$ cat src/hw/rtl/vgm_pkg.sv
package vgm_pkg;

    localparam int ADDR_BITS     = 16;
    localparam int MAX_CMDS      = 64;

    localparam int STORE_DEPTH   = 1 << ADDR_BITS;
    localparam int CNT_W         = $clog2(MAX_CMDS + 1);
    localparam int BUF_AW        = (MAX_CMDS > 1) ? $clog2(MAX_CMDS) : 1;
    localparam int BUF_DEPTH     = 1 << BUF_AW;

    localparam int WAIT_W        = 16;
    localparam int IN_TDATA_W    = 24;
    localparam int OUT_TDATA_W   = 40;
    localparam int CFG_IDX_W     = 1;
    localparam int CFG_DATA_W    = 16;

    localparam logic [CFG_IDX_W-1:0] CFG_PLAY_ENABLE = 1'd0;
    localparam logic [CFG_IDX_W-1:0] CFG_LOOP_START  = 1'd1;

    localparam logic [7:0] OP_WRITE      = 8'hB4;
    localparam logic [7:0] OP_WAIT_SHORT = 8'h70;
    localparam logic [7:0] OP_NIBBLE_LO  = 8'h0F;
    localparam logic [7:0] OP_NIBBLE_HI  = 8'hF0;
    localparam logic [7:0] OP_WAIT_LONG  = 8'h61;
    localparam logic [7:0] OP_WAIT_FRAME = 8'h62;
    localparam logic [7:0] OP_LOOP       = 8'h66;

    localparam logic [WAIT_W-1:0] FRAME_WAIT = 16'd735;

    typedef enum logic [2:0] {
        KIND_WRITE,
        KIND_WAIT_SHORT,
        KIND_WAIT_LONG,
        KIND_WAIT_FRAME,
        KIND_LOOP,
        KIND_SKIP
    } cmd_kind_t;

    typedef enum logic [3:0] {
        ST_IDLE,
        ST_RD_CMD,
        ST_DECODE,
        ST_RD_ADDR,
        ST_RD_DATA,
        ST_RD_LO,
        ST_RD_HI,
        ST_DRAIN,
        ST_EMIT_RD,
        ST_EMIT_OUT,
        ST_STATUS
    } state_t;

    typedef struct packed {
        logic begin_item;
        logic store_wr;
        logic dec_wait;
        logic fetch;
        logic count_cmd;
        logic set_overrun;
        logic latch_addr;
        logic latch_lo;
        logic push_write;
        logic set_wait_short;
        logic set_wait_long;
        logic set_wait_frame;
        logic jump_loop;
        logic buf_rd;
        logic out_load_write;
        logic out_load_status;
    } ctrl_t;

    typedef struct packed {
        logic      action;
        logic      play_enable;
        logic      wait_zero;
        logic      cap_hit;
        cmd_kind_t kind;
        logic      long_zero;
        logic      nwr_zero;
        logic      emit_last;
        logic      out_free;
    } stat_t;

    function automatic cmd_kind_t decode_cmd(input logic [7:0] b);
        cmd_kind_t k;
        if (b == OP_WRITE)
            k = KIND_WRITE;
        else if ((b & OP_NIBBLE_HI) == OP_WAIT_SHORT)
            k = KIND_WAIT_SHORT;
        else if (b == OP_WAIT_LONG)
            k = KIND_WAIT_LONG;
        else if (b == OP_WAIT_FRAME)
            k = KIND_WAIT_FRAME;
        else if (b == OP_LOOP)
            k = KIND_LOOP;
        else
            k = KIND_SKIP;
        return k;
    endfunction

endpackage

$ cat src/hw/rtl/vgm_ctrl.sv
module vgm_ctrl (
    input  logic           clk,
    input  logic           rst_n,
    input  logic           s_axis_tvalid,
    output logic           s_axis_tready,
    input  vgm_pkg::stat_t stat,
    output vgm_pkg::ctrl_t cmd
);
    import vgm_pkg::*;

    state_t state_reg;
    state_t state_next;

    always_ff @(posedge clk or negedge rst_n)
    begin
        if (!rst_n)
            state_reg <= ST_IDLE;
        else
            state_reg <= state_next;
    end

    always_comb
    begin
        state_next = state_reg;
        case (state_reg)
            ST_IDLE:
            begin
                if (s_axis_tvalid)
                begin
                    if (stat.action && stat.play_enable && stat.wait_zero)
                        state_next = ST_RD_CMD;
                    else
                        state_next = ST_STATUS;
                end
            end
            ST_RD_CMD:
                state_next = stat.cap_hit ? ST_DRAIN : ST_DECODE;
            ST_DECODE:
            begin
                case (stat.kind)
                    KIND_WRITE:      state_next = ST_RD_ADDR;
                    KIND_WAIT_SHORT: state_next = ST_DRAIN;
                    KIND_WAIT_LONG:  state_next = ST_RD_LO;
                    KIND_WAIT_FRAME: state_next = ST_DRAIN;
                    default:         state_next = ST_RD_CMD;
                endcase
            end
            ST_RD_ADDR:  state_next = ST_RD_DATA;
            ST_RD_DATA:  state_next = ST_RD_CMD;
            ST_RD_LO:    state_next = ST_RD_HI;
            ST_RD_HI:    state_next = stat.long_zero ? ST_RD_CMD : ST_DRAIN;
            ST_DRAIN:    state_next = stat.nwr_zero ? ST_STATUS : ST_EMIT_RD;
            ST_EMIT_RD:  state_next = ST_EMIT_OUT;
            ST_EMIT_OUT:
            begin
                if (stat.out_free)
                    state_next = stat.emit_last ? ST_IDLE : ST_EMIT_RD;
            end
            ST_STATUS:
            begin
                if (stat.out_free)
                    state_next = ST_IDLE;
            end
            default:     state_next = ST_IDLE;
        endcase
    end

    always_comb
    begin
        cmd           = '0;
        s_axis_tready = 1'b0;
        case (state_reg)
            ST_IDLE:
            begin
                s_axis_tready = 1'b1;
                if (s_axis_tvalid)
                begin
                    cmd.begin_item = 1'b1;
                    if (!stat.action)
                        cmd.store_wr = 1'b1;
                    else if (stat.play_enable && !stat.wait_zero)
                        cmd.dec_wait = 1'b1;
                end
            end
            ST_RD_CMD:
            begin
                if (stat.cap_hit)
                    cmd.set_overrun = 1'b1;
                else
                begin
                    cmd.count_cmd = 1'b1;
                    cmd.fetch     = 1'b1;
                end
            end
            ST_DECODE:
            begin
                case (stat.kind)
                    KIND_WRITE:      cmd.fetch          = 1'b1;
                    KIND_WAIT_SHORT: cmd.set_wait_short = 1'b1;
                    KIND_WAIT_LONG:  cmd.fetch          = 1'b1;
                    KIND_WAIT_FRAME: cmd.set_wait_frame = 1'b1;
                    KIND_LOOP:       cmd.jump_loop      = 1'b1;
                    default:         ;
                endcase
            end
            ST_RD_ADDR:
            begin
                cmd.latch_addr = 1'b1;
                cmd.fetch      = 1'b1;
            end
            ST_RD_DATA:  cmd.push_write = 1'b1;
            ST_RD_LO:
            begin
                cmd.latch_lo = 1'b1;
                cmd.fetch    = 1'b1;
            end
            ST_RD_HI:    cmd.set_wait_long = 1'b1;
            ST_EMIT_RD:  cmd.buf_rd = 1'b1;
            ST_EMIT_OUT: cmd.out_load_write = stat.out_free;
            ST_STATUS:   cmd.out_load_status = stat.out_free;
            default:     ;
        endcase
    end

endmodule

$ cat config.mk
export PLATFORM = sky130hd
export DESIGN_NAME = vgm_ctrl
export DESIGN_NICKNAME = d
export VERILOG_FILES = /design/src/hw/rtl/vgm_pkg.sv /design/src/hw/rtl/vgm_ctrl.sv
export SDC_FILE = /design/constraint.sdc
export NUM_CORES = 1
export LEC_CHECK = 0
export ABC_AREA = 1
export BUFFER_PORTS_ARGS = -buffer_cell sky130_fd_sc_hd__buf_2
export CAP_MARGIN = 20
export CORE_AREA = 2 2 43 45
export CTS_CLUSTER_DIAMETER = 200
export CTS_CLUSTER_SIZE = 30
export DETAILED_ROUTE_END_ITERATION = 10
export DIE_AREA = 0 0 45 47
export PLACE_DENSITY = 0.56
export SKIP_CTS_REPAIR_TIMING = 1
export SLEW_MARGIN = 20
export SYNTH_ARGS = -nofsm -noshare
export SYNTH_HDL_FRONTEND = slang
export SYNTH_SLANG_ARGS = --single-unit
$ cat constraint.sdc
create_clock -name clk -period 1.45 [get_ports clk]
set_clock_uncertainty 0.15 [all_clocks]
set_input_delay 0.29 -clock clk [delete_from_list [all_inputs] [get_ports clk]]
set_output_delay 0.29 -clock clk [all_outputs]
set_load 0.03 [all_outputs]
==> results of run 1 <==
==> synthesized netlist by cell type <==
library cell	instances
nand2_1	27
nor2_1	20
inv_1	16
dfrtp_1	4
nand3_1	4
nor3_1	4
nor2_2	3
o21ai_0	3
inv_2	2
nand2_2	2
o211ai_1	2
a21oi_1	1
nor2_4	1
nor4_1	1
o31ai_1	1
==> worst min-delay path by stage <==
stage | end | from | depth (start not counted)
finish | state_reg[1]$_DFFE_PN0P_ | stat[2] | 5
global route | state_reg[0]$_DFFE_PN0P_ | rst_n | 2
CTS | state_reg[0]$_DFFE_PN0P_ | rst_n | 1
detailed placement | state_reg[2]$_DFFE_PN0P_ | rst_n | 1
global placement | state_reg[2]$_DFFE_PN0P_ | rst_n | 1
floorplan | state_reg[0]$_DFFE_PN0P_ | rst_n | 0
==> through the flow <==
step | area (um2) | util | cells | power, uW
2_1_floorplan | 583.1 | - | 91 | 1061
3_3_place_gp | 897.1 | 0.5432 | 157 | 1581
3_5_place_dp | 897.1 | 0.5432 | 157 | 1591
4_1_cts | 919.6 | 0.5568 | 160 | 1730
5_1_grt | 1194 | 0.7227 | 165 | 2415
6_report | 1194 | 0.7227 | 165 | 2251
==> power by group through the flow <==
stage	clock network (uW)	logic, uW	registers, uW
4_1_cts	139	1360	235
3_3_place_gp	0	1350	233
2_1_floorplan	0	828	233
6_report	131	1850	265
5_1_grt	140	2000	273
3_5_place_dp	0	1360	235
==> layout make-up <==
class,count,share of cell area
timing repair buffer,54,0.3774
sequential,4,0.08700
multi-input combinational,69,0.4382
tap,17,0.01782
clock buffer,3,0.01887
inverter,18,0.06080
==> worst min-delay path, stage by stage <==
cell and delay (ps):
buf_2 70, a21oi_1 50, nand2_1 60, nand2_1 50, nand2_1 50
==> cells by family (layout without fill, tap and decap cells) <==
family                 count (synthesis)  after routing  share of synthesized area
AND/OR/NAND/NOR                       62             62                     0.5579
buffers and inverters                 18             75                     0.1421
AO/OA/AOI/OAI                          7              7                    0.08945
flip-flops                             4              4                     0.2105
==> metal layers <==
metal	share of wire	GRT usage	routed length, um
met2	0.57	0.2829	1062
met4	0	0.05294	0
met5	0	0	0
met1	0.41	0.2033	762
met3	0.019	0	35
==> metrics.yaml, run 1 <==
layout:
  final_cell_mix: "nand2_1 (20), buf_6 (20), buf_4 (18)"
  multiInputGateArea_um2: 523.0
  diodes: 0
  largest_reg_flops: 4
  area_growth_pct: 151.1
  drive_above_1_share: 0.6689
  seq_area_um2: 103.9
  fill_cells: 127
  nNetsFinal: 164
sta:
  finalHoldViolations: 0
  tns_ps: -4905
  setup_viol: 21
  fin_crit_sh: 1.242
  drv_slew: 0
  rsz0062_at_grt: "true"
  tightest_slew_ps: 311.7
  fin_ws_ps: -351.1
  fin_crit_ps: 1801
  max_freq_ghz: 0.5552
  worst_hold_slack_ps: 230.5
  slew_headroom: 0.7919
global_routing:
  grt_max_degree: 6
  grt_usage: 0.1563
  overflow: 0
  grt_pass1_wl_um: 2442
  antenna_found_initial: 0
  grt_pass1_vias: 642
power_and_ir_drop:
  pwr-share-seq: 0.118
  switching_share: 0.5098
  p_clk_frac: 0.058
  cellPowerDensity_nw_per_um2: 1885
  p_sw_uw: 1147
  p_leak_uw: 0.0006380
  internal_power_uw: 1103
  pwr-share-comb: 0.824
  vdd_ir_drop_max_mv: 1.098
routing:
  vias_per_cell: 4.630
  final_antenna_net_count: 0
  firstDrtPassIters: 4
  vias: 764
  routedWlPerCell_um: 11.27
  drc: 0
  first_iter_violations: 13
  wl_um: 1859
yosys:
  avgSynthCellArea_um2: 5.225
  synth_top_area_cell: "nand2_1"
  synth_cell_types: 15
  yosys_warnings: 0
  synth_nets: 105
  synthTopCellsByArea: "nand2_1 (21%), dfrtp_1 (21%), nor2_1 (16%)"
  synth_top_area_frac: 0.2132
  synthesis.instances: 91
  syn_area_um2: 475.5
  ys_seq_elements: 4
  ys_seq_area_frac: 0.2105
floorplanning:
  die_w_um: 45
  row_count: 15
  die_h_um: 47
  die_area_um2: 2115
  coreArea_um2: 1652
  start_util: 0.2879
  io_pins: 31
cts:
  cts_root_buf: "clkbuf_4"
  cts_buffer_depth: 2
  tritoncts: "yes"
  clk-insertion-delay-late_ps: 230
  clock-sinks: 4
  cts_buffers: 3
  path_clk_slew_ps: 30
  htreeDepth: 1
setup_path:
  worst-path-stages: 6
  worst-path-buf-inv: 2
  endpoint_kind: "output port"
  reg2reg_depth: 10
  r2r_start: "state_reg[3]$_DFFE_PN0P_"
  cpPeakStageDelay_ps: 410
  crit_arrival_ps: 1360
  cp_cell_sequence: "nor2_4 -> nand2_2 -> inv_4 -> nand2_4 -> nor3_4 -> buf_6"
  slowest_stage: "dfrtp_1"
  r2r-end: "state_reg[3]$_DFFE_PN0P_"
  path_max_fanout: 4
  r2r_slack_ps: -80
  cp_top_family: "simple AND/OR/NAND/NOR gates"
  startpoint: "state_reg[2]$_DFFE_PN0P_"
  cp-start-kind: "flip-flop"
  path_class: "reg2out"
  endpoint: "cmd[13]"
  required_ps: 1010
placement:
  place_congestion: 0.7871
  pre_cts_ws_ps: -176.2
  numPortBuffers: 30
  hpwl_um: 1374
outcome:
  violations: "negative setup slack"
  status: "finished, violations left"
min_path:
  min_path_type: "in2reg"
job:
  maxCapViolCount: 0
(Power assumes the default switching activity.)
==> run 2, diff against run 1 <==
--- a/config.mk
+++ b/config.mk
@@ -8,12 +8,12 @@
 export ABC_AREA = 1
 export BUFFER_PORTS_ARGS = -buffer_cell sky130_fd_sc_hd__buf_2
 export CAP_MARGIN = 20
-export CORE_AREA = 2 2 43 45
+export CORE_AREA = 2 2 39 41
 export CTS_CLUSTER_DIAMETER = 200
 export CTS_CLUSTER_SIZE = 30
 export DETAILED_ROUTE_END_ITERATION = 10
-export DIE_AREA = 0 0 45 47
-export PLACE_DENSITY = 0.56
+export DIE_AREA = 0 0 41 43
+export PLACE_DENSITY = 0.67
 export SKIP_CTS_REPAIR_TIMING = 1
 export SLEW_MARGIN = 20
 export SYNTH_ARGS = -nofsm -noshare
==> run 2 against run 1 <==
  * The flow still finishes with violations (negative setup slack)
  * Power is 2.0% lower
  * Combinational power is 3% lower
  * Global-route usage is 4.2 points higher
  * Register-to-register slack worse by 110 ps
  * Sequential cell count stayed put
  * Die area is 17% lower
  * Sequential share of layout area is 0.14 points higher
  * Design area is 1.6% lower
  * Final cell count stayed put
  * Non-clock buffer count is 1 higher
==> metrics.yaml, run 2 (same netlist as run 1, synthesis figures left out) <==
routing:
  first_iter_violations: 10  # -3
  wl_um: 1938  # +4.2%
  drc: 0  # unchanged
  vias_per_cell: 4.824  # +4.2%
  routedWlPerCell_um: 11.75  # +4.2%
  firstDrtPassIters: 4  # unchanged
  final_antenna_net_count: 0  # unchanged
  vias: 796  # +4.2%
setup_path:
  endpoint_kind: "output port"
  required_ps: 1010  # about the same
  path_max_fanout: 7  # +3
  crit_arrival_ps: 1410  # +50 ps
  cp-start-kind: "flip-flop"
  path_class: "reg2out"
sta:
  tns_ps: -5806  # -900.8 ps
  fin_crit_ps: 1848  # +47.25 ps
  tightest_slew_ps: 305.4  # -6.383 ps
  drv_slew: 0  # unchanged
  fin_ws_ps: -398.4  # -47.25 ps
  fin_crit_sh: 1.275  # +0.03258
  max_freq_ghz: 0.5410  # -2.6%
  rsz0062_at_grt: "true"
  finalHoldViolations: 0  # unchanged
  slew_headroom: 0.7962  # +0.004260
  setup_viol: 20  # -4.8%
cts:
  clk-insertion-delay-late_ps: 240  # about the same
  cts_buffer_depth: 2  # unchanged
  tritoncts: "yes"
  cts_buffers: 3  # unchanged
  path_clk_slew_ps: 40  # about the same
  htreeDepth: 1  # unchanged
  clock-sinks: 4  # unchanged
  cts_root_buf: "clkbuf_4"
global_routing:
  overflow: 0  # unchanged
  antenna_found_initial: 0  # unchanged
  grt_pass1_wl_um: 2394  # -2.0%
  grt_usage: 0.1978  # +0.04153
  grt_pass1_vias: 657  # +2.3%
  grt_max_degree: 8  # +2
floorplanning:
  start_util: 0.3436  # +0.05570
  coreArea_um2: 1384  # -16%
  die_area_um2: 1763  # -17%
  die_w_um: 41  # -8.9%
  io_pins: 31  # unchanged
  die_h_um: 43  # -8.5%
  row_count: 14  # -1
outcome:
  status: "finished, violations left"
  violations: "negative setup slack"
layout:
  stdcell_count: 165  # unchanged
  layout_commonest_cell: "nand2_1"
  final_cell_mix: "nand2_1 (22), buf_4 (20), buf_6 (20)"
  diodes: 0  # unchanged
  largest_reg_flops: 4  # unchanged
  drive_above_1_share: 0.6309  # -0.03805
  nNetsFinal: 165  # +0.61%
  area_growth_pct: 147.1
min_path:
  min_path_type: "in2async"
power_and_ir_drop:
  vdd_ir_drop_max_mv: 1.349  # +23%
  cellPowerDensity_nw_per_um2: 1877  # -0.45%
  p_leak_uw: 0.0006400  # +0.31%
placement:
  place_congestion: 0.8274  # +5.1%
  hpwl_um: 1350  # -1.7%
  numPortBuffers: 30  # unchanged
  dp_cells: 155  # -1.3%
job:
  maxCapViolCount: 0  # unchanged
## run 2: changes by cell type in the layout (fill, tap and decap cells not counted), sizes merged
cell | before | now
clkbuf | 5 | 4
buf | 51 | 53
## run 2: power by group
part | total, uW | switching, uW | leakage (uW) | internal, uW
sequential | 270 | 96.6 | 0.0000471 | 173
combinational | 1800 | 982 | 0.000579 | 817
clock | 138 | 45.1 | 0.0000138 | 92.5
## run 2: area by class of cell
cell class              instances  area, um2
clock buffers                   3      22.52
fillers                        77      209.0
inverters                      18      72.57
multi-input cells              69      498.0
flip-flops and latches          4      103.9
well taps                      16      20.02
repair buffers                 55      457.9
## run 2: path summary, 6_finish.rpt
| check | from | endpoint | slack [ps] | depth (start not counted) |
|---|---|---|---|---|
| max in group asynchronous | rst_n | state_reg[3]$_DFFE_PN0P_ | 780 | 2 |
| min in group clk | stat[2] | state_reg[1]$_DFFE_PN0P_ | 240 | 5 |
| worst min-delay path | rst_n | state_reg[0]$_DFFE_PN0P_ | 230 | 2 |
| worst min register to register | state_reg[0]$_DFFE_PN0P_ | state_reg[1]$_DFFE_PN0P_ | 530 | 3 |
| worst max register to register | state_reg[3]$_DFFE_PN0P_ | state_reg[3]$_DFFE_PN0P_ | -190 | 11 |
| worst max-delay path | state_reg[1]$_DFFE_PN0P_ | cmd[12] | -400 | 5 |
## run 2: worst max-delay path, stage by stage, from the launching register on
cell and delay (ps):
dfrtp_2 440, inv_2 80, nor2_4 170, nand2_4 130, o31ai_4 190, buf_6 160
## run 2: layer usage
| metal | share of wire | global-route usage | routed length, um | vias up |
|---|---|---|---|---|
| met1 | 0.38 | 0.2222 | 743 | 359 |
| met5 | 0 | 0 | 0 | - |
| met3 | 0.068 | 0.01571 | 132 | 4 |
| met4 | 0.022 | 0.08000 | 43 | 0 |
| met2 | 0.53 | 0.3531 | 1019 | 38 |
| li1 | - | - | - | 395 |
## run 2: stage by stage
step / util / cell area (um2) / hold WS, ps / setup slack [ps] / total power, uW
6_report: 0.8490 / 1175 / 232.9 / -398.4 / 2205
3_3_place_gp: 0.6420 / 888.4 / -57.29 / -217.0 / 1533
4_1_cts: 0.6582 / 910.9 / -307.5 / -533.5 / 1699
3_5_place_dp: 0.6420 / 888.4 / -53.32 / -280.8 / 1556
2_1_floorplan: - / 583.1 / -155.6 / -206.8 / 1061
5_1_grt: 0.8490 / 1175 / 243.4 / -461.3 / 2369
==> run 3, diff against run 2 <==
==> constraint.sdc (replaced) <==
create_clock -name clk -period 1.45 [get_ports clk]
set_clock_uncertainty 0.15 [all_clocks]
set_input_delay 0.3625 -clock clk [delete_from_list [all_inputs] [get_ports clk]]
set_output_delay 0.3625 -clock clk [all_outputs]
set_load 0.03 [all_outputs]
==> run 3 against run 2 <==
  * The run still ends with negative setup slack left
  * Non-clock buffer count down 2
  * Sequential power down 2%
  * Critical path depth up 1
  * Die area unchanged
  * Register-to-register slack better by 50 ps
  * Sequential cell count unchanged
==> metrics.yaml, run 3 (same netlist as run 1, synthesis figures left out) <==
global_routing:
  grt_pass1_wl_um: 2497  # +4.3%
  grt_usage: 0.2081  # +0.01030
  grt_pass1_vias: 667  # +1.5%
  grt_max_degree: 6  # -2
  overflow: 0  # unchanged
  antenna_found_initial: 0  # unchanged
setup_path:
  slowest_stage: "dfrtp_2"
  r2r-end: "state_reg[0]$_DFFE_PN0P_"
  cp_cell_sequence: "nor2_4 -> nand3_1 -> nand2_1 -> nor2_2 -> o31ai_4 -> buf_6"
  crit_arrival_ps: 1360  # -50 ps
  path_class: "reg2out"
  r2r_slack_ps: -140  # +50 ps
  cpPeakStageDelay_ps: 440  # about the same
  path_max_fanout: 4  # -3
  reg2reg_depth: 8  # -3
  cp-start-kind: "flip-flop"
  r2r_start: "state_reg[3]$_DFFE_PN0P_"
  endpoint_kind: "output port"
  required_ps: 940  # -70 ps
layout:
  final_cell_mix: "buf_4 (24), nand2_1 (21), inv_1 (15)"
  diodes: 0  # unchanged
  nNetsFinal: 163  # -1.2%
  largest_reg_flops: 4  # unchanged
  area_growth_pct: 131.6
  drive_above_1_share: 0.6122  # -0.01863
  stdcell_count: 163  # -1.2%
  layout_commonest_cell: "buf_4"
min_path:
  hold_depth: 4
  holdPathEnd: "state_reg[3]$_DFFE_PN0P_"
  min_path_type: "in2reg"
  hold_start: "stat[1]"
routing:
  final_antenna_net_count: 0  # unchanged
  firstDrtPassIters: 4  # unchanged
  drc: 0  # unchanged
  vias_per_cell: 4.736  # -1.8%
  wl_um: 1861  # -4.0%
  first_iter_violations: 18  # +8
  vias: 772  # -3.0%
  routedWlPerCell_um: 11.42  # -2.8%
cts:
  cts_buffers: 3  # unchanged
  tritoncts: "yes"
  cts_buffer_depth: 2  # unchanged
  clock-sinks: 4  # unchanged
  path_clk_slew_ps: 40  # about the same
  htreeDepth: 1  # unchanged
  clk-insertion-delay-late_ps: 240  # about the same
  cts_root_buf: "clkbuf_4"
sta:
  fin_crit_ps: 1877  # +28.61 ps
  fin_ws_ps: -427.0  # -28.61 ps
  rsz0062_at_grt: "true"
  fin_crit_sh: 1.294  # +0.01973
  max_freq_ghz: 0.5328  # -1.5%
  finalHoldViolations: 0  # unchanged
  tightest_slew_ps: 233.7  # -71.71 ps
  slew_headroom: 0.8437  # +0.04745
  tns_ps: -6594  # -787.6 ps
  drv_slew: 0  # unchanged
  setup_viol: 20  # unchanged
floorplanning:
  coreArea_um2: 1384  # unchanged
  die_w_um: 41  # unchanged
  start_util: 0.3436  # unchanged
  die_h_um: 43  # unchanged
  die_area_um2: 1763  # unchanged
  row_count: 14  # unchanged
  io_pins: 31  # unchanged
placement:
  place_congestion: 0.8675  # +4.8%
  hpwl_um: 1378  # +2.1%
  pre_cts_ws_ps: -273.1  # +7.716 ps
  dp_cells: 157  # +1.3%
  numPortBuffers: 30  # unchanged
power_and_ir_drop:
  vdd_ir_drop_max_mv: 1.159  # -14%
  cellPowerDensity_nw_per_um2: 1863  # -0.72%
  p_leak_uw: 0.0006176  # -3.5%
outcome:
  violations: "negative setup slack"
  status: "finished, violations left"
job:
  maxCapViolCount: 0  # unchanged
==> run 3: cell types whose count changed in the layout (fill, tap and decap cells not counted), moves of 2 or more <==
| cell | previous run | this run |
|---|---|---|
| nand3_1 | 1 | 4 |
| nand3_2 | 2 | 0 |
| buf_6 | 20 | 12 |
| nor2_2 | 2 | 7 |
| buf_4 | 20 | 24 |
| nor2_1 | 11 | 9 |
| nor2_4 | 11 | 8 |
| inv_1 | 13 | 15 |
==> run 3: worst max-delay path: cells and delay by family (launching register included) <==
| family | cells | cell delay (ps) |
|---|---|---|
| buf+inv | 1 | 160 |
| simple gates | 4 | 470 |
| compound gates | 1 | 50 |
| flops | 1 | 440 |
==> run 3: power breakdown <==
group	total (uW)	switching [uW]	internal [uW]	leakage [uW]
clock	144	51.2	92.9	0.0000138
sequential	264	91.1	173	0.0000471
combinational	1640	938	706	0.000557
total	2050	1080	972	0.000618
==> run 3: area by class of cell <==
class | count | area [um2]
fillers | 99 | 282.8
inverters | 18 | 70.07
multi-input cells | 69 | 474.2
clock buffers | 3 | 22.52
flip-flops and latches | 4 | 103.9
well taps | 16 | 20.02
repair buffers | 53 | 410.4
==> run 3: routing by layer <==
metal  GRT usage  vias up  part of all wire
li1            -      391                 -
met1      0.2393      350              0.37
met2      0.3594       27              0.55
met3     0.01571        4             0.045
met4      0.1000        0             0.027
met5           0        -                 0
==> run 3: worst max-delay path by stage <==
stage	from	to	slack (ps)	depth (start not counted)
global route	state_reg[3]$_DFFE_PN0P_	cmd[13]	-500	6
global placement	state_reg[0]$_DFFE_PN0P_	cmd[12]	-250	7
finish	state_reg[3]$_DFFE_PN0P_	cmd[12]	-430	6
detailed placement	state_reg[0]$_DFFE_PN0P_	cmd[12]	-270	7
floorplan	state_reg[3]$_DFFE_PN0P_	cmd[13]	-270	5
CTS	state_reg[0]$_DFFE_PN0P_	cmd[12]	-540	7
==> run 3: through the flow <==
stage / hold slack [ps] / area [um2] / power (uW) / utilization
after floorplan: -83.09 / 589.3 / 1068 / -
after global placement: 16.01 / 909.6 / 1560 / 0.6573
after detailed placement: 18.33 / 909.6 / 1579 / 0.6573
after CTS: -244.7 / 932.1 / 1731 / 0.6736
after global routing: 310.0 / 1101 / 2210 / 0.7957
final: 270.7 / 1101 / 2052 / 0.7957
